--- src/rtl/core/bpcd_pkg.sv ---
package bpcd_pkg;

    // Command kinds on the result port
    localparam logic [1:0] KIND_DRIVE  = 2'd0;
    localparam logic [1:0] KIND_TURRET = 2'd1;
    localparam logic [1:0] KIND_FIRE   = 2'd2;

    // Configuration register indexes
    localparam int unsigned CFG_IDX_W = 2;
    localparam logic [CFG_IDX_W-1:0] CFG_DRIVE_MAG   = 2'd0;
    localparam logic [CFG_IDX_W-1:0] CFG_TURRET_STEP = 2'd1;

    // Reset values of the configuration registers
    localparam logic [6:0]  DRIVE_MAG_RST   = 7'd64;
    localparam logic [15:0] TURRET_STEP_RST = 16'd25000;

    // Packet bytes
    localparam logic [7:0] CHR_BANG  = 8'h21;
    localparam logic [7:0] CHR_B     = 8'h42;
    localparam logic [7:0] CHR_PRESS = 8'h31;
    localparam logic [7:0] BTN_1     = 8'h31;
    localparam logic [7:0] BTN_2     = 8'h32;
    localparam logic [7:0] BTN_3     = 8'h33;
    localparam logic [7:0] BTN_5     = 8'h35;
    localparam logic [7:0] BTN_6     = 8'h36;
    localparam logic [7:0] BTN_7     = 8'h37;
    localparam logic [7:0] BTN_8     = 8'h38;

    // Decoded operations passed from the parser to the executor
    typedef enum logic [2:0] {
        OP_TURRET_NEG = 3'd0,
        OP_TURRET_POS = 3'd1,
        OP_FIRE       = 3'd2,
        OP_DRV_FWD    = 3'd3,
        OP_DRV_REV    = 3'd4,
        OP_DRV_LEFT   = 3'd5,
        OP_DRV_RIGHT  = 3'd6
    } t_op;

    // One queued command
    typedef struct packed {
        t_op  op;
        logic pressed;
    } t_cmd;

endpackage

--- src/rtl/core/bpcd_fifo.sv ---
module bpcd_fifo #(
    parameter int unsigned DEPTH = 2
) (
    input  logic           i_clk,
    input  logic           i_rst_n,
    input  logic           i_push,
    input  bpcd_pkg::t_cmd i_data,
    input  logic           i_pop,
    output bpcd_pkg::t_cmd o_data,
    output logic           o_empty,
    output logic           o_full
);

    localparam int unsigned AW = (DEPTH > 1) ? $clog2(DEPTH) : 1;
    localparam int unsigned CW = $clog2(DEPTH + 1);

    bpcd_pkg::t_cmd r_mem [DEPTH];
    logic [AW-1:0]  r_wr_ptr, n_wr_ptr;
    logic [AW-1:0]  r_rd_ptr, n_rd_ptr;
    logic [CW-1:0]  r_count, n_count;
    logic           w_push, w_pop;

    assign o_empty = (r_count == '0);
    assign o_full  = (r_count == CW'(DEPTH));
    assign o_data  = r_mem[r_rd_ptr];

    assign w_push = i_push && !o_full;
    assign w_pop  = i_pop && !o_empty;

    // Advance pointers with explicit wrap
    always_comb begin
        n_wr_ptr = r_wr_ptr;
        n_rd_ptr = r_rd_ptr;
        n_count  = r_count;
        if (w_push) begin
            n_wr_ptr = (r_wr_ptr == AW'(DEPTH - 1)) ? '0 : r_wr_ptr + 1'b1;
        end
        if (w_pop) begin
            n_rd_ptr = (r_rd_ptr == AW'(DEPTH - 1)) ? '0 : r_rd_ptr + 1'b1;
        end
        if (w_push && !w_pop) begin
            n_count = r_count + 1'b1;
        end else if (w_pop && !w_push) begin
            n_count = r_count - 1'b1;
        end
    end

    always_ff @(posedge i_clk) begin
        if (!i_rst_n) begin
            r_wr_ptr <= '0;
            r_rd_ptr <= '0;
            r_count  <= '0;
        end else begin
            r_wr_ptr <= n_wr_ptr;
            r_rd_ptr <= n_rd_ptr;
            r_count  <= n_count;
        end
    end

    // Store the word being pushed
    always_ff @(posedge i_clk) begin
        if (w_push) begin
            r_mem[r_wr_ptr] <= i_data;
        end
    end

endmodule

--- src/rtl/core/bpcd_front.sv ---
module bpcd_front (
    input  logic           i_clk,
    input  logic           i_rst_n,
    input  logic           i_valid,
    output logic           o_ready,
    input  logic [7:0]     i_rx_byte,
    input  logic           i_q_full,
    output logic           o_push,
    output bpcd_pkg::t_cmd o_cmd
);

    localparam logic [2:0] PH_IDLE = 3'd0;
    localparam logic [2:0] PH_BANG = 3'd1;
    localparam logic [2:0] PH_B    = 3'd2;
    localparam logic [2:0] PH_NUM  = 3'd3;
    localparam logic [2:0] PH_HIT  = 3'd4;

    logic [2:0]       r_phase, n_phase;
    logic [7:0]       r_button, n_button;
    logic [7:0]       r_press, n_press;
    logic             w_accept;
    logic [7:0]       w_check;
    logic             w_known;
    bpcd_pkg::t_op    w_op;

    // Only the check byte needs room in the queue
    assign o_ready  = (r_phase != PH_HIT) || !i_q_full;
    assign w_accept = i_valid && o_ready;

    // Expected check byte: inverse of the header sum
    assign w_check = ~(bpcd_pkg::CHR_BANG + bpcd_pkg::CHR_B + r_button + r_press);

    // Classify the button number
    always_comb begin
        w_known = 1'b1;
        w_op    = bpcd_pkg::OP_FIRE;
        unique case (r_button)
            bpcd_pkg::BTN_1: w_op = bpcd_pkg::OP_TURRET_NEG;
            bpcd_pkg::BTN_2: w_op = bpcd_pkg::OP_TURRET_POS;
            bpcd_pkg::BTN_3: w_op = bpcd_pkg::OP_FIRE;
            bpcd_pkg::BTN_5: w_op = bpcd_pkg::OP_DRV_FWD;
            bpcd_pkg::BTN_6: w_op = bpcd_pkg::OP_DRV_REV;
            bpcd_pkg::BTN_7: w_op = bpcd_pkg::OP_DRV_LEFT;
            bpcd_pkg::BTN_8: w_op = bpcd_pkg::OP_DRV_RIGHT;
            default:         w_known = 1'b0;
        endcase
    end

    assign o_cmd.op      = w_op;
    assign o_cmd.pressed = (r_press == bpcd_pkg::CHR_PRESS);
    assign o_push        = w_accept && (r_phase == PH_HIT) &&
                           (i_rx_byte == w_check) && w_known;

    // Step the parser on each accepted word
    always_comb begin
        n_phase  = r_phase;
        n_button = r_button;
        n_press  = r_press;
        if (w_accept) begin
            unique case (r_phase)
                PH_BANG: n_phase = (i_rx_byte == bpcd_pkg::CHR_B) ? PH_B : PH_IDLE;
                PH_B: begin
                    n_button = i_rx_byte;
                    n_phase  = PH_NUM;
                end
                PH_NUM: begin
                    n_press = i_rx_byte;
                    n_phase = PH_HIT;
                end
                PH_HIT:  n_phase = PH_IDLE;
                default: n_phase = (i_rx_byte == bpcd_pkg::CHR_BANG) ? PH_BANG : PH_IDLE;
            endcase
        end
    end

    always_ff @(posedge i_clk) begin
        if (!i_rst_n) begin
            r_phase  <= PH_IDLE;
            r_button <= '0;
            r_press  <= '0;
        end else begin
            r_phase  <= n_phase;
            r_button <= n_button;
            r_press  <= n_press;
        end
    end

endmodule

--- src/rtl/core/bpcd_back.sv ---
module bpcd_back (
    input  logic               i_clk,
    input  logic               i_rst_n,
    input  logic               i_q_empty,
    input  bpcd_pkg::t_cmd     i_cmd,
    output logic               o_pop,
    input  logic [6:0]         i_drive_magnitude,
    input  logic [15:0]        i_turret_step_ns,
    output logic               o_valid,
    input  logic               i_ready,
    output logic [1:0]         o_command_kind,
    output logic signed [7:0]  o_left_speed,
    output logic signed [7:0]  o_right_speed,
    output logic signed [16:0] o_turret_delta_ns,
    output logic               o_fire_pressed
);

    logic               r_valid;
    logic [1:0]         r_kind, n_kind;
    logic signed [7:0]  r_left, n_left;
    logic signed [7:0]  r_right, n_right;
    logic signed [16:0] r_delta, n_delta;
    logic               r_fire, n_fire;
    logic signed [7:0]  w_pos, w_neg;
    logic signed [16:0] w_step_pos, w_step_neg;

    // Take a command whenever the output register is free or draining
    assign o_pop = !i_q_empty && (!r_valid || i_ready);

    assign w_pos      = {1'b0, i_drive_magnitude};
    assign w_neg      = -w_pos;
    assign w_step_pos = {1'b0, i_turret_step_ns};
    assign w_step_neg = -w_step_pos;

    // Build the result fields; release leaves them zero
    always_comb begin
        n_kind  = bpcd_pkg::KIND_DRIVE;
        n_left  = '0;
        n_right = '0;
        n_delta = '0;
        n_fire  = 1'b0;
        unique case (i_cmd.op)
            bpcd_pkg::OP_TURRET_NEG: begin
                n_kind = bpcd_pkg::KIND_TURRET;
                if (i_cmd.pressed) n_delta = w_step_neg;
            end
            bpcd_pkg::OP_TURRET_POS: begin
                n_kind = bpcd_pkg::KIND_TURRET;
                if (i_cmd.pressed) n_delta = w_step_pos;
            end
            bpcd_pkg::OP_FIRE: begin
                n_kind = bpcd_pkg::KIND_FIRE;
                n_fire = i_cmd.pressed;
            end
            bpcd_pkg::OP_DRV_FWD: begin
                if (i_cmd.pressed) begin
                    n_left  = w_pos;
                    n_right = w_pos;
                end
            end
            bpcd_pkg::OP_DRV_REV: begin
                if (i_cmd.pressed) begin
                    n_left  = w_neg;
                    n_right = w_neg;
                end
            end
            bpcd_pkg::OP_DRV_LEFT: begin
                if (i_cmd.pressed) begin
                    n_left  = w_neg;
                    n_right = w_pos;
                end
            end
            bpcd_pkg::OP_DRV_RIGHT: begin
                if (i_cmd.pressed) begin
                    n_left  = w_pos;
                    n_right = w_neg;
                end
            end
            default: n_kind = bpcd_pkg::KIND_DRIVE;
        endcase
    end

    // Output valid: set on pop, drop when taken
    always_ff @(posedge i_clk) begin
        if (!i_rst_n) begin
            r_valid <= 1'b0;
        end else if (o_pop) begin
            r_valid <= 1'b1;
        end else if (i_ready) begin
            r_valid <= 1'b0;
        end
    end

    // Load the result word
    always_ff @(posedge i_clk) begin
        if (o_pop) begin
            r_kind  <= n_kind;
            r_left  <= n_left;
            r_right <= n_right;
            r_delta <= n_delta;
            r_fire  <= n_fire;
        end
    end

    assign o_valid           = r_valid;
    assign o_command_kind    = r_kind;
    assign o_left_speed      = r_left;
    assign o_right_speed     = r_right;
    assign o_turret_delta_ns = r_delta;
    assign o_fire_pressed    = r_fire;

endmodule

--- src/rtl/core/button_packet_command_decoder_unit.sv ---
// Button packet command decoder.
// Input channel (i_valid / o_ready / i_rx_byte) takes one received serial byte
// per word and parses five-byte packets: '!', 'B', button, press, check byte.
// A packet with a good check byte and a known button gives one result word on
// the output channel (o_valid / i_ready): command kind, wheel speeds, turret
// step or fire flag, with unused fields zero.
// Configuration channel (i_cfg_valid / o_cfg_ready / i_cfg_index / i_cfg_data)
// writes index 0 drive magnitude (data bits 6:0) or index 1 turret step
// (data bits 15:0); other indexes are ignored. Write only while idle.
// Throughput: one byte per cycle while o_ready is high. The parser front end
// pushes a decoded command into a small queue, and the executor back end pops
// it into the output register. A command enters the queue at the edge that
// accepts its check byte, and is popped when the output register is free or taken.
// When the receiver stalls, results collect in the queue; the input keeps
// taking bytes and holds off only a check byte that finds the queue full.
// Reset (synchronous, active low) returns the parser to idle, empties the
// queue and output register, and reloads both configuration registers.
module button_packet_command_decoder_unit #(
    parameter int unsigned QUEUE_DEPTH = 2
) (
    input  logic                             i_clk,
    input  logic                             i_rst_n,
    input  logic                             i_valid,
    output logic                             o_ready,
    input  logic [7:0]                       i_rx_byte,
    output logic                             o_valid,
    input  logic                             i_ready,
    output logic [1:0]                       o_command_kind,
    output logic signed [7:0]                o_left_speed,
    output logic signed [7:0]                o_right_speed,
    output logic signed [16:0]               o_turret_delta_ns,
    output logic                             o_fire_pressed,
    input  logic                             i_cfg_valid,
    output logic                             o_cfg_ready,
    input  logic [bpcd_pkg::CFG_IDX_W-1:0]   i_cfg_index,
    input  logic [15:0]                      i_cfg_data
);

    logic [6:0]     r_drive_magnitude;
    logic [15:0]    r_turret_step_ns;
    logic           w_push, w_pop, w_q_empty, w_q_full;
    bpcd_pkg::t_cmd w_push_cmd, w_pop_cmd;

    // Configuration registers
    assign o_cfg_ready = 1'b1;

    always_ff @(posedge i_clk) begin
        if (!i_rst_n) begin
            r_drive_magnitude <= bpcd_pkg::DRIVE_MAG_RST;
            r_turret_step_ns  <= bpcd_pkg::TURRET_STEP_RST;
        end else if (i_cfg_valid && o_cfg_ready) begin
            case (i_cfg_index)
                bpcd_pkg::CFG_DRIVE_MAG:   r_drive_magnitude <= i_cfg_data[6:0];
                bpcd_pkg::CFG_TURRET_STEP: r_turret_step_ns  <= i_cfg_data;
                default: ;
            endcase
        end
    end

    // Parser front end
    bpcd_front u_front (
        .i_clk     (i_clk),
        .i_rst_n   (i_rst_n),
        .i_valid   (i_valid),
        .o_ready   (o_ready),
        .i_rx_byte (i_rx_byte),
        .i_q_full  (w_q_full),
        .o_push    (w_push),
        .o_cmd     (w_push_cmd)
    );

    // Command queue
    bpcd_fifo #(
        .DEPTH (QUEUE_DEPTH)
    ) u_fifo (
        .i_clk   (i_clk),
        .i_rst_n (i_rst_n),
        .i_push  (w_push),
        .i_data  (w_push_cmd),
        .i_pop   (w_pop),
        .o_data  (w_pop_cmd),
        .o_empty (w_q_empty),
        .o_full  (w_q_full)
    );

    // Executor back end
    bpcd_back u_back (
        .i_clk             (i_clk),
        .i_rst_n           (i_rst_n),
        .i_q_empty         (w_q_empty),
        .i_cmd             (w_pop_cmd),
        .o_pop             (w_pop),
        .i_drive_magnitude (r_drive_magnitude),
        .i_turret_step_ns  (r_turret_step_ns),
        .o_valid           (o_valid),
        .i_ready           (i_ready),
        .o_command_kind    (o_command_kind),
        .o_left_speed      (o_left_speed),
        .o_right_speed     (o_right_speed),
        .o_turret_delta_ns (o_turret_delta_ns),
        .o_fire_pressed    (o_fire_pressed)
    );

endmodule

--- config.mk ---
export PLATFORM = sky130hd
export DESIGN_NAME = button_packet_command_decoder_unit
export DESIGN_NICKNAME = d
export VERILOG_FILES = /design/src/rtl/core/bpcd_pkg.sv /design/src/rtl/core/bpcd_fifo.sv /design/src/rtl/core/bpcd_front.sv /design/src/rtl/core/bpcd_back.sv /design/src/rtl/core/button_packet_command_decoder_unit.sv
export SDC_FILE = /design/constraint.sdc
export NUM_CORES = 1
export LEC_CHECK = 0
export BUFFER_PORTS_ARGS = -buffer_cell sky130_fd_sc_hd__buf_2
export CORE_AREA = 2 2 166 103
export CTS_BUF_LIST = sky130_fd_sc_hd__clkbuf_8
export CTS_CLUSTER_SIZE = 28
export DETAILED_ROUTE_END_ITERATION = 10
export DIE_AREA = 0 0 168 105
export PLACE_DENSITY = 0.54
export REMOVE_ABC_BUFFERS = 1
export SYNTH_ARGS = -nofsm -noshare
export SYNTH_HDL_FRONTEND = slang
export SYNTH_SLANG_ARGS = --single-unit
export TNS_END_PERCENT = 1
--- constraint.sdc ---
create_clock -name i_clk -period 3.64 [get_ports i_clk]
set_input_delay 0 -clock i_clk [delete_from_list [all_inputs] [get_ports i_clk]]
set_output_delay 0 -clock i_clk [all_outputs]
set_load 0.03 [all_outputs]
==> flow_summary_export.csv, run 1 <==
group,metric,value,unit
layout,area_growth_syn_to_layout,22.9,%
synth,yosys.area_share.xor_xnor,0.0532,
clocking,clock_path_buffers,2,
hold_path,min_path_type,"in2reg",
layout,layout.cell_area.non_filler,0.00587,mm²
clocking,ctsRootBufferMaster,"clkbuf_8",
timing,transition_time_at_the_pin_with_the_least_slew_margin,905,ps
clocking,tritoncts,"built",
timing,slew_violations,0,
clocking,clkSlewWorstSetupHoldPaths,90,ps
synth,synth_compound_gate_area_share,0.121,
flow_run,drv_cap,0,
global_route,antenna_found_initial,0,
pwr,power_density,491,mW/mm²
place,gp_congestion,0.857,
timing,timing.final.ws_setup,246,ps
timing,period_minus_slack,3390,ps
synth,synth_top_family_by_area,"simple AND/OR/NAND/NOR gates",
synth,synth.ff_latch_count,92,
floorplan,initial_utilization,0.299,
place,placed_wire_length_estimate,8260,µm
clocking,clock_sink_count,92,
worst_setup_path,worstPathArrival,3690,ps
pwr,irDropWorstVdd,605,µV
global_route,grtUsageTotal,0.134,
layout,num_antenna_cells,0,
clocking,clk-insertion-delay-late,360,ps
synth,yosysWarnings,0,
place,portBuffers,68,
synth,ys_seq_area_frac,0.478,
clocking,cts-htree-levels,3,
layout,final_net_count,654,
synth,synth.cell_area,0.00477,mm²
layout,most-common-layout-cells,"76 x nand2_1, 68 x buf_2, 52 x nor2_1, 47 x dfxtp_1, 46 x a21oi_1",
route,routed_via_density,4.79,
route,drt-pass1-iter-count,5,
worst_setup_path,crit_required,3930,ps
worst_setup_path,setup.worst_path.end_class,"flop",
run_status,outcome,"complete, no violations",
worst_setup_path,sort_of_element_at_the_start_of_the_critical_path,"flop",
timing,worst_slew_margin_rel,0.391,
worst_setup_path,timing_worst_setup_path_type,"reg2reg",
timing,setup_viol,0,
synth,postSynthCellCount,511,
synth,synth_edf_count,44,
floorplan,die_width,168,µm
route,postRouteWirelength,11500,µm
synth,synth_fa_ha_area_frac,0.0482,
worst_setup_path,critPathMaxFanout,5,
layout,final_layout_size_suffix_gt1_frac,0.183,
timing,finalCritPeriodShare,0.933,
synth,netlist.area_leader.share,0.277,
clocking,tritoncts.num_buffers,9,
global_route,grt.overflow.total,0,
floorplan,core-area,0.0160,mm²
route,route.detailed.wl_per_inst,14.0,µm
synth,area_fraction_in_and_or_nand_and_nor_cells_after_synthesis,0.213,
route,antenna_violating_nets_post_route,0,
synth,yosys.cell_types.count,62,
route,drc_errors,0,
synth,post_synth_main_area_contributors,"edfxtp_1 28%, dfxtp_1 20%, nand2_1 6.0%, a21oi_1 4.8%, ha_1 4.2%",
floorplan,fp.dieArea,0.0176,mm²
synth,postSynth.topFlopCell,"dfxtp_1",
layout,layout.cells.most_common,"nand2_1",
route,detail_route.iter0.violations,221,
global_route,first_global_vias,3742,
floorplan,num_rows,36,
route,vias,3927,
pwr,totalPowerFinal,0.00288,W
clocking,post_cts.repair.setup_buffers,0,
synth,async_set_or_reset_register_ratio_after_synthesis,0,
synth,post-synth-top-area-cell,"edfxtp_1",
timing,report.final.hold_viol_count,0,
floorplan,floorplan.die.height,105,µm
global_route,grt_pass1_wl,18800,µm
place,dpl_worst_slack,154,ps
layout,fillerInstances,1612,
synth,syn-mean-instance-area,9.34,µm²
timing,finalClockSkew,14.5,ps
synth,synth_mux_area_frac,0.0422,
place,dpl-instance-area,0.00533,mm²
pwr,total_leakage_power,2.16,nW
timing,fmax,295,MHz
global_route,maximum_number_of_pins_on_one_net_before_global_route_repair,39,
floorplan,ios,70,
worst paths after layout:
kind,start,end,slack [ps],cells after the start
hold / removal,i_ready,u_back.o_valid,20,4
setup / recovery,u_front.r_button[1],u_fifo.r_count[1],250,14
setup reg to reg,u_front.r_button[1],u_fifo.r_count[1],250,14
hold reg to reg,u_front.r_press[0],u_front.r_press[0],460,2
layout make-up:
cell class / instances / area, µm² / area share
multi-input cells: 367 / 2310 / 0.394
clock buffers: 9 / 124 / 0.0211
well taps: 209 / 262 / 0.0446
clock inverters: 7 / 67.6 / 0.0115
flip-flops and latches: 92 / 2280 / 0.389
inverters: 30 / 113 / 0.0192
repair buffers: 106 / 706 / 0.120
synth_stat cells, drive strengths merged (2+ instances only):
master / count
nor2: 54
buf: 10
and3: 2
nor4: 5
ha: 16
o31ai: 3
inv: 30
or4: 2
nand3b: 3
nand4: 2
nor4bb: 2
edfxtp: 44
dfxtp: 48
xor2: 11
mux2i: 16
xnor2: 18
a21oi: 47
nand2: 76
a211oi: 2
clkbuf: 12
a21o: 4
nand2b: 3
o21ai: 16
mux2: 3
o41ai: 2
a31oi: 3
nor3: 23
or3: 4
nor3b: 5
a21boi: 11
nand3: 19
worst max-delay path: stages (launching register included):
cell and delay [ps]:
dfxtp_2 390, inv_1 90, ha_1 270, inv_1 40
ha_1 200, inv_1 70, fa_1 420, xnor2_1 180
nand4_1 160, a2111oi_4 360, and3_4 250, and2_1 120
ha_1 250, or3_1 370, a21oi_1 140
state kept, by name, summed over array words and instances (netlist names), named ones only:
name and count:
u_back.o_command_kind 2, u_back.o_turret_delta_ns 17, u_front.r_button 8, r_drive_magnitude 7
u_back.o_fire_pressed 1, r_turret_step_ns 16, u_back.o_right_speed 8, u_back.o_left_speed 8
u_front.r_phase 3, u_fifo.r_wr_ptr 1, u_fifo.r_rd_ptr 1, u_fifo.r_count 2
u_back.o_valid 1, u_fifo.r_mem 8, u_front.r_press 8
power breakdown:
part	switching (W)	internal, W	total (W)
clock	0.000365	0.000314	0.000679
combinational	0.000567	0.000226	0.000794
sequential	0.0000857	0.00132	0.00141
through the flow:
stage	cells	hold WS, ps	setup TNS, ps	utilization
2_1_floorplan	489	61.9	0	-
3_3_place_gp	772	219	0	0.333
3_5_place_dp	772	213	0	0.333
4_1_cts	820	3.59	0	0.365
5_1_grt	820	53.0	-12.5	0.367
6_report	820	23.2	0	0.367
metal layers:
layer	vias up	wire, µm	global-route usage
met5	-	0	0
met4	0	74	0.0273
met3	9	600	0.0341
met2	93	4810	0.197
met1	1864	5980	0.198
li1	1961	-	-
timing repair:
| item | in CTS | in global routing |
|---|---|---|
| setup endpoints to repair | 0 | 1 |
| gates resized for setup | 0 | 4 |
| endpoints found under the hold margin | 40 | 0 |
| hold buffers | 32 | 0 |
cell families (layout without fill, tap and decap cells):
family | count (synthesis) | in the layout
other | 1 | 1
DFF | 92 | 92
xor gates and xnor gates | 29 | 29
AOI/OAI and AO/OA | 95 | 95
buffers and inverters | 52 | 152
and+or+nand+nor | 205 | 205
adders and majority gates | 18 | 18
muxes | 19 | 19
Note: power is estimated with default switching activity, not from simulation.
==> run 2: changes to the inputs <==
--- a/config.mk
+++ b/config.mk
@@ -5,12 +5,13 @@
 export SDC_FILE = /design/constraint.sdc
 export NUM_CORES = 1
 export LEC_CHECK = 0
+export ABC_AREA = 1
 export BUFFER_PORTS_ARGS = -buffer_cell sky130_fd_sc_hd__buf_2
-export CORE_AREA = 2 2 166 103
+export CORE_AREA = 2 2 169 105
 export CTS_BUF_LIST = sky130_fd_sc_hd__clkbuf_8
 export CTS_CLUSTER_SIZE = 28
 export DETAILED_ROUTE_END_ITERATION = 10
-export DIE_AREA = 0 0 168 105
+export DIE_AREA = 0 0 171 107
 export PLACE_DENSITY = 0.54
 export REMOVE_ABC_BUFFERS = 1
 export SYNTH_ARGS = -nofsm -noshare
==> flow_summary_export.csv, run 2 <==
group,metric,value,unit
run_status,outcome,"complete, no violations",
hold_path,min_path_type,"in2reg",
timing,grt_setup_unrepaired,"false",
route,vias,4213,
worst_setup_path,crit_path_max_incr_delay,410,ps
worst_setup_path,critPathMaxFanout,5,
floorplan,core-area,0.0168,mm²
pwr,total_leakage_power,2.68,nW
global_route,maximum_number_of_pins_on_one_net_before_global_route_repair,41,
synth,netlist.area_leader.share,0.268,
layout,final_util,0.355,
floorplan,initial_utilization,0.294,
global_route,antenna_found_initial,0,
worst_setup_path,path_common_cell,"inv_1",
timing,finalCritPeriodShare,0.863,
pwr,totalPowerFinal,0.00339,W
synth,synthMostInstantiatedCell,"nand2_1",
synth,syn-mean-instance-area,8.13,µm²
timing,transition_time_at_the_pin_with_the_least_slew_margin,688,ps
floorplan,die_width,171,µm
worst_setup_path,critical_path.slowest_cell,"dfxtp_1",
synth,post-synth-top-area-cell,"edfxtp_1",
worst_setup_path,critPathTopFamily,"adder cells",
clocking,cts-hold-fix-buffers,22,
synth,postSynth.topFlopCell,"dfxtp_1",
route,detail_route.iter0.violations,346,
global_route,grt.overflow.total,0,
synth,postSynthCellCount,605,
layout,largest_register_ff_count,17,
pwr,power_density,570,mW/mm²
worst_setup_path,sort_of_element_at_the_start_of_the_critical_path,"flop",
worst_setup_path,crit_required,3910,ps
synth,ys_seq_area_frac,0.464,
synth,synth_edf_count,44,
synth,yosysWarnings,0,
timing,worst_slew_margin_rel,0.541,
clocking,clk-insertion-delay-late,370,ps
worst_setup_path,crit_path_buffers_inverters,5,
pwr,irDropWorstVdd,356,µV
worst_setup_path,timing_worst_setup_path_type,"reg2reg",
place,portBuffers,68,
layout,area_growth_syn_to_layout,20.9,%
clocking,cts-resized-gates,0,
place,placed_wire_length_estimate,9490,µm
synth,async_set_or_reset_register_ratio_after_synthesis,0,
synth,synth.cell_area,0.00492,mm²
flow_run,drv_cap,0,
route,route.detailed.wl_per_inst,13.4,µm
clocking,cts-htree-levels,3,
clocking,tritoncts,"built",
floorplan,fp.dieArea,0.0183,mm²
route,drc_errors,0,
worst_setup_path,setup.worst_path.end_class,"flop",
clocking,post_cts.repair.setup_buffers,0,
layout,num_antenna_cells,0,
synth,synth.ff_latch_count,92,
route,antenna_violating_nets_post_route,0,
clocking,clkSlewWorstSetupHoldPaths,100,ps
synth,post_synth_main_area_contributors,"edfxtp_1 27%, dfxtp_1 20%, nand2_1 9.1%, inv_1 6.1%, nor2_1 5.3%",
timing,setup-tns-final,0,ps
timing,slew_violations,0,
timing,report.final.hold_viol_count,0,
global_route,first_global_vias,3975,
layout,layout.cells.most_common,"nand2_1",
synth,top_post_synthesis_cells_by_count,"119 x nand2_1, 80 x inv_1, 69 x nor2_1",
clocking,ctsRootBufferMaster,"clkbuf_8",
timing,finalClockSkew,13.2,ps
timing,setup_viol,0,
worst_setup_path,ff2ff_setup_slack,500,ps
timing,period_minus_slack,3140,ps
clocking,clock_path_buffers,2,
layout,final_net_count,744,
worst_setup_path,crit_path_cell_trace,"inv_1 > ha_1 > inv_1 > ha_1 > inv_1 > fa_1 > inv_1 > nand2_1 > nand2_1 > nand3_1 > nand3_1 > nand2_1 > nor2_1 > nand3_1 > inv_1 > ha_1 > a21oi_1 > o21ai_0 > o21ai_0 > a21oi_1",
route,drt-pass1-iter-count,5,
layout,most-common-layout-cells,"119 x nand2_1, 80 x inv_1, 69 x nor2_1, 68 x buf_2, 48 x dfxtp_1",
clocking,tritoncts.num_buffers,9,
layout,final_layout_size_suffix_gt1_frac,0.183,
global_route,grtUsageTotal,0.145,
synth,yosys.cell_types.count,45,
timing,fmax,318,MHz
place,gp_congestion,0.871,
floorplan,ios,70,
route,postRouteWirelength,12600,µm
floorplan,num_rows,37,
floorplan,floorplan.die.height,107,µm
global_route,grt_pass1_wl,20500,µm
clocking,clock_sink_count,92,
route,routed_via_density,4.51,
worst_setup_path,worstPathArrival,3410,ps
-- run 2: cell types whose count changed after synthesis, sizes merged, moves of 6 or more --
cell and delta:
nand3 +16, mux2i -16, a21boi -11, nor2 +19, inv +58, xnor2 -18
o21ai +28, nor3 -10, nand2 +55, o22ai +18, nand4 +6
-- run 2: cells by family (layout without fill, tap and decap cells) --
kind of cell / count (synthesis) / in the layout / share of synthesized area
AO/OA/AOI/OAI: 120 / 120 / 0.144
XOR/XNOR: 8 / 8 / 0.0142
adder cells (fa/ha/maj): 17 / 17 / 0.0447
buffers and inverters: 102 / 198 / 0.0842
flip-flops: 92 / 92 / 0.464
other: 1 / 1 / 0.000762
AND/OR/NAND/NOR: 265 / 265 / 0.248
-- run 2: layout make-up --
| type | instances | area, µm² |
|---|---|---|
| Sequential cell | 92 | 2280 |
| Fill cell | 1773 | 10800 |
| Multi-Input combinational cell | 411 | 2240 |
| Timing Repair Buffer | 92 | 576 |
| Clock buffer | 9 | 124 |
| Inverter | 90 | 348 |
| Tap cell | 234 | 293 |
| Clock inverter | 7 | 90.1 |
-- run 2: worst min-delay path, stage by stage --
cell and delay [ps]:
buf_2 70, nand2_1 130, nand2_1 90, a21oi_1 60
-- run 2: metal layers --
metal | share of wire | track usage
met4 | 0.0091 | 0.0333
met2 | 0.37 | 0.188
met5 | 0 | 0
met3 | 0.061 | 0.0336
met1 | 0.56 | 0.233
-- run 2: path summary, 6_finish.rpt --
path | start | to | cells after the start
max | u_front.r_button[1] | u_fifo.r_count[1] | 20
min | i_valid | u_front.r_phase[2] | 4
max reg2reg | u_front.r_button[1] | u_fifo.r_count[1] | 20
min reg2reg | u_fifo.r_rd_ptr | u_fifo.r_rd_ptr | 1
-- run 2: per-stage QoR --
step	setup WS, ps	area [µm²]	std cells	hold WS, ps
after floorplan	172	4850	593	84.1
after global placement	641	5510	897	223
after detailed placement	561	5510	897	216
after CTS	547	5950	935	2.12
after global routing	215	5950	935	28.5
final	499	5950	935	17.9
-- run 2: report_power, final --
group | switching, W | internal, W
registers | 0.0000769 | 0.00137
clock network | 0.000417 | 0.000340
logic | 0.000883 | 0.000300
==> run 3: changes to the inputs <==
==> constraint.sdc (replaced) <==
create_clock -name i_clk -period 3.58 [get_ports i_clk]
set_input_delay 0 -clock i_clk [delete_from_list [all_inputs] [get_ports i_clk]]
set_output_delay 0 -clock i_clk [all_outputs]
set_load 0.03 [all_outputs]
==> flow_summary_export.csv, run 3 (same netlist as run 2, synthesis figures left out) <==
group,metric,value,unit
timing,report.final.hold_viol_count,0,
floorplan,ios,70,
timing,worst_slew_margin_rel,0.536,
route,vias,4241,
route,antenna_violating_nets_post_route,0,
worst_setup_path,ff2ff_setup_slack,450,ps
timing,finalCritPeriodShare,0.873,
global_route,first_global_vias,4006,
hold_path,worst_hold_path.endpoint,"u_front.r_press[1]",
hold_path,whs_path_depth,3,
route,wl_met2,4680,µm
clocking,clock_path_buffers,2,
place,gp_congestion,0.872,
clocking,tritoncts.num_buffers,9,
route,detail_route.iter0.violations,296,
global_route,grtUsageTotal,0.145,
layout,fillerInstances,1737,
worst_setup_path,setup.worst_path.end_class,"flop",
layout,largest_register_ff_count,17,
layout,final_net_count,746,
clocking,cts-htree-levels,3,
pwr,total_leakage_power,2.68,nW
timing,setup-tns-final,0,ps
layout,final_layout_size_suffix_gt1_frac,0.182,
layout,num_antenna_cells,0,
layout,most-common-layout-cells,"119 x nand2_1, 80 x inv_1, 69 x nor2_1, 68 x buf_2, 48 x dfxtp_1",
hold_path,min_from,"i_rx_byte[1]",
timing,slew_violations,0,
layout,layout.cells.most_common,"nand2_1",
worst_setup_path,critPathMaxFanout,5,
worst_setup_path,crit_required,3840,ps
route,post_route_met1_wirelength,6970,µm
route,route.detailed.wl_per_inst,13.4,µm
worst_setup_path,rr_worst_depth,20,
floorplan,die_width,171,µm
route,routed_via_density,4.53,
pwr,irDropWorstVdd,379,µV
timing,finalHoldWorstSlack,31.0,ps
route,routed.top_layer,"met4",
clocking,ctsRootBufferMaster,"clkbuf_8",
pwr,power_density,568,mW/mm²
place,dpl-instance-area,0.00551,mm²
timing,period_minus_slack,3130,ps
timing,grt_setup_unrepaired,"false",
timing,transition_time_at_the_pin_with_the_least_slew_margin,695,ps
route,postRouteWirelength,12600,µm
worst_setup_path,sort_of_element_at_the_start_of_the_critical_path,"flop",
layout,layout.cell_area.non_filler,0.00595,mm²
route,drt-pass1-iter-count,5,
global_route,grt_pass1_wl,20500,µm
global_route,grt.overflow.total,0,
worst_setup_path,crit-reg2reg-launch,"u_front.r_button[1]",
floorplan,num_rows,37,
timing,fmax,320,MHz
worst_setup_path,worstPathArrival,3390,ps
route,drc_errors,0,
global_route,maximum_number_of_pins_on_one_net_before_global_route_repair,41,
clocking,tritoncts,"built",
hold_path,min_path_type,"in2reg",
timing,finalClockSkew,13.6,ps
place,portBuffers,68,
clocking,clock_sink_count,92,
clocking,clk-insertion-delay-late,380,ps
floorplan,floorplan.die.height,107,µm
clocking,clkSlewWorstSetupHoldPaths,100,ps
floorplan,core-area,0.0168,mm²
worst_setup_path,timing_worst_setup_path_type,"reg2reg",
worst_setup_path,r2r-end,"u_fifo.r_count[1]",
layout,area_growth_syn_to_layout,20.9,%
floorplan,initial_utilization,0.294,
global_route,antenna_found_initial,0,
place,placed_wire_length_estimate,9460,µm
timing,setup_viol,0,
floorplan,fp.dieArea,0.0183,mm²
flow_run,drv_cap,0,
route,met3RoutedLength,800,µm
run_status,outcome,"complete, no violations",
-- run 3: metrics by stage --
stage                     total power, W  cells  utilization  setup slack [ps]
final                            0.00338    937        0.355               455
after global routing             0.00358    937        0.355              99.1
after CTS                        0.00342    937        0.355               472
after detailed placement         0.00269    897        0.329               482
after global placement           0.00269    897        0.329               581
after floorplan                  0.00235    593            -               112
-- run 3: worst max-delay path by stage --
stage                   startpoint                end
2_1_floorplan       u_back.o_valid  u_fifo.r_count[1]
3_3_place_gp   u_front.r_button[1]  u_fifo.r_count[1]
6_report       u_front.r_button[1]  u_fifo.r_count[1]
4_1_cts        u_front.r_button[1]  u_fifo.r_count[1]
5_1_grt        u_front.r_button[1]  u_fifo.r_count[1]
3_5_place_dp   u_front.r_button[1]  u_fifo.r_count[1]
-- run 3: cell type report --
cell class	instances	area (µm²)	share of cell area
multi-input combinational	411	2240	0.376
timing repair buffer	94	596	0.100
clock buffer	9	124	0.0208
inverter	90	348	0.0585
tap	234	293	0.0492
clock inverter	7	71.3	0.0120
sequential	92	2280	0.384
-- run 3: metal layers --
layer | GRT usage | vias to the layer above
li1 | - | 2201
met1 | 0.227 | 1921
met2 | 0.191 | 109
met3 | 0.0384 | 10
met4 | 0.0345 | 0
met5 | 0 | -
-- run 3: repair_timing --
action / 4_1_cts / 5_1_grt
hold buffers: 24 / 0
buffers inserted: 0 / 0
gates resized for setup: 0 / 0
hold endpoints to repair: 32 / 0
-- run 3: power by group --
group          total, W  internal, W  switching [W]  leakage (nW)
Combinational   0.00121     0.000306       0.000902          1.75
Sequential      0.00147      0.00139      0.0000774         0.821
Clock          0.000700     0.000277       0.000423         0.102
Total           0.00338      0.00198        0.00140          2.68
-- run 3: critical path, cell delays in order (launching register included) --
cell	delay [ps]
dfxtp_1	410
inv_1	100
ha_1	270
inv_1	70
ha_1	160
inv_1	50
fa_1	410
inv_1	90
nand2_1	80
nand2_1	90
nand3_1	90
nand3_1	120
nand2_1	60
nor2_1	160
nand3_1	120
inv_1	70
ha_1	240
a21oi_1	110
o21ai_0	110
o21ai_0	150
a21oi_1	50
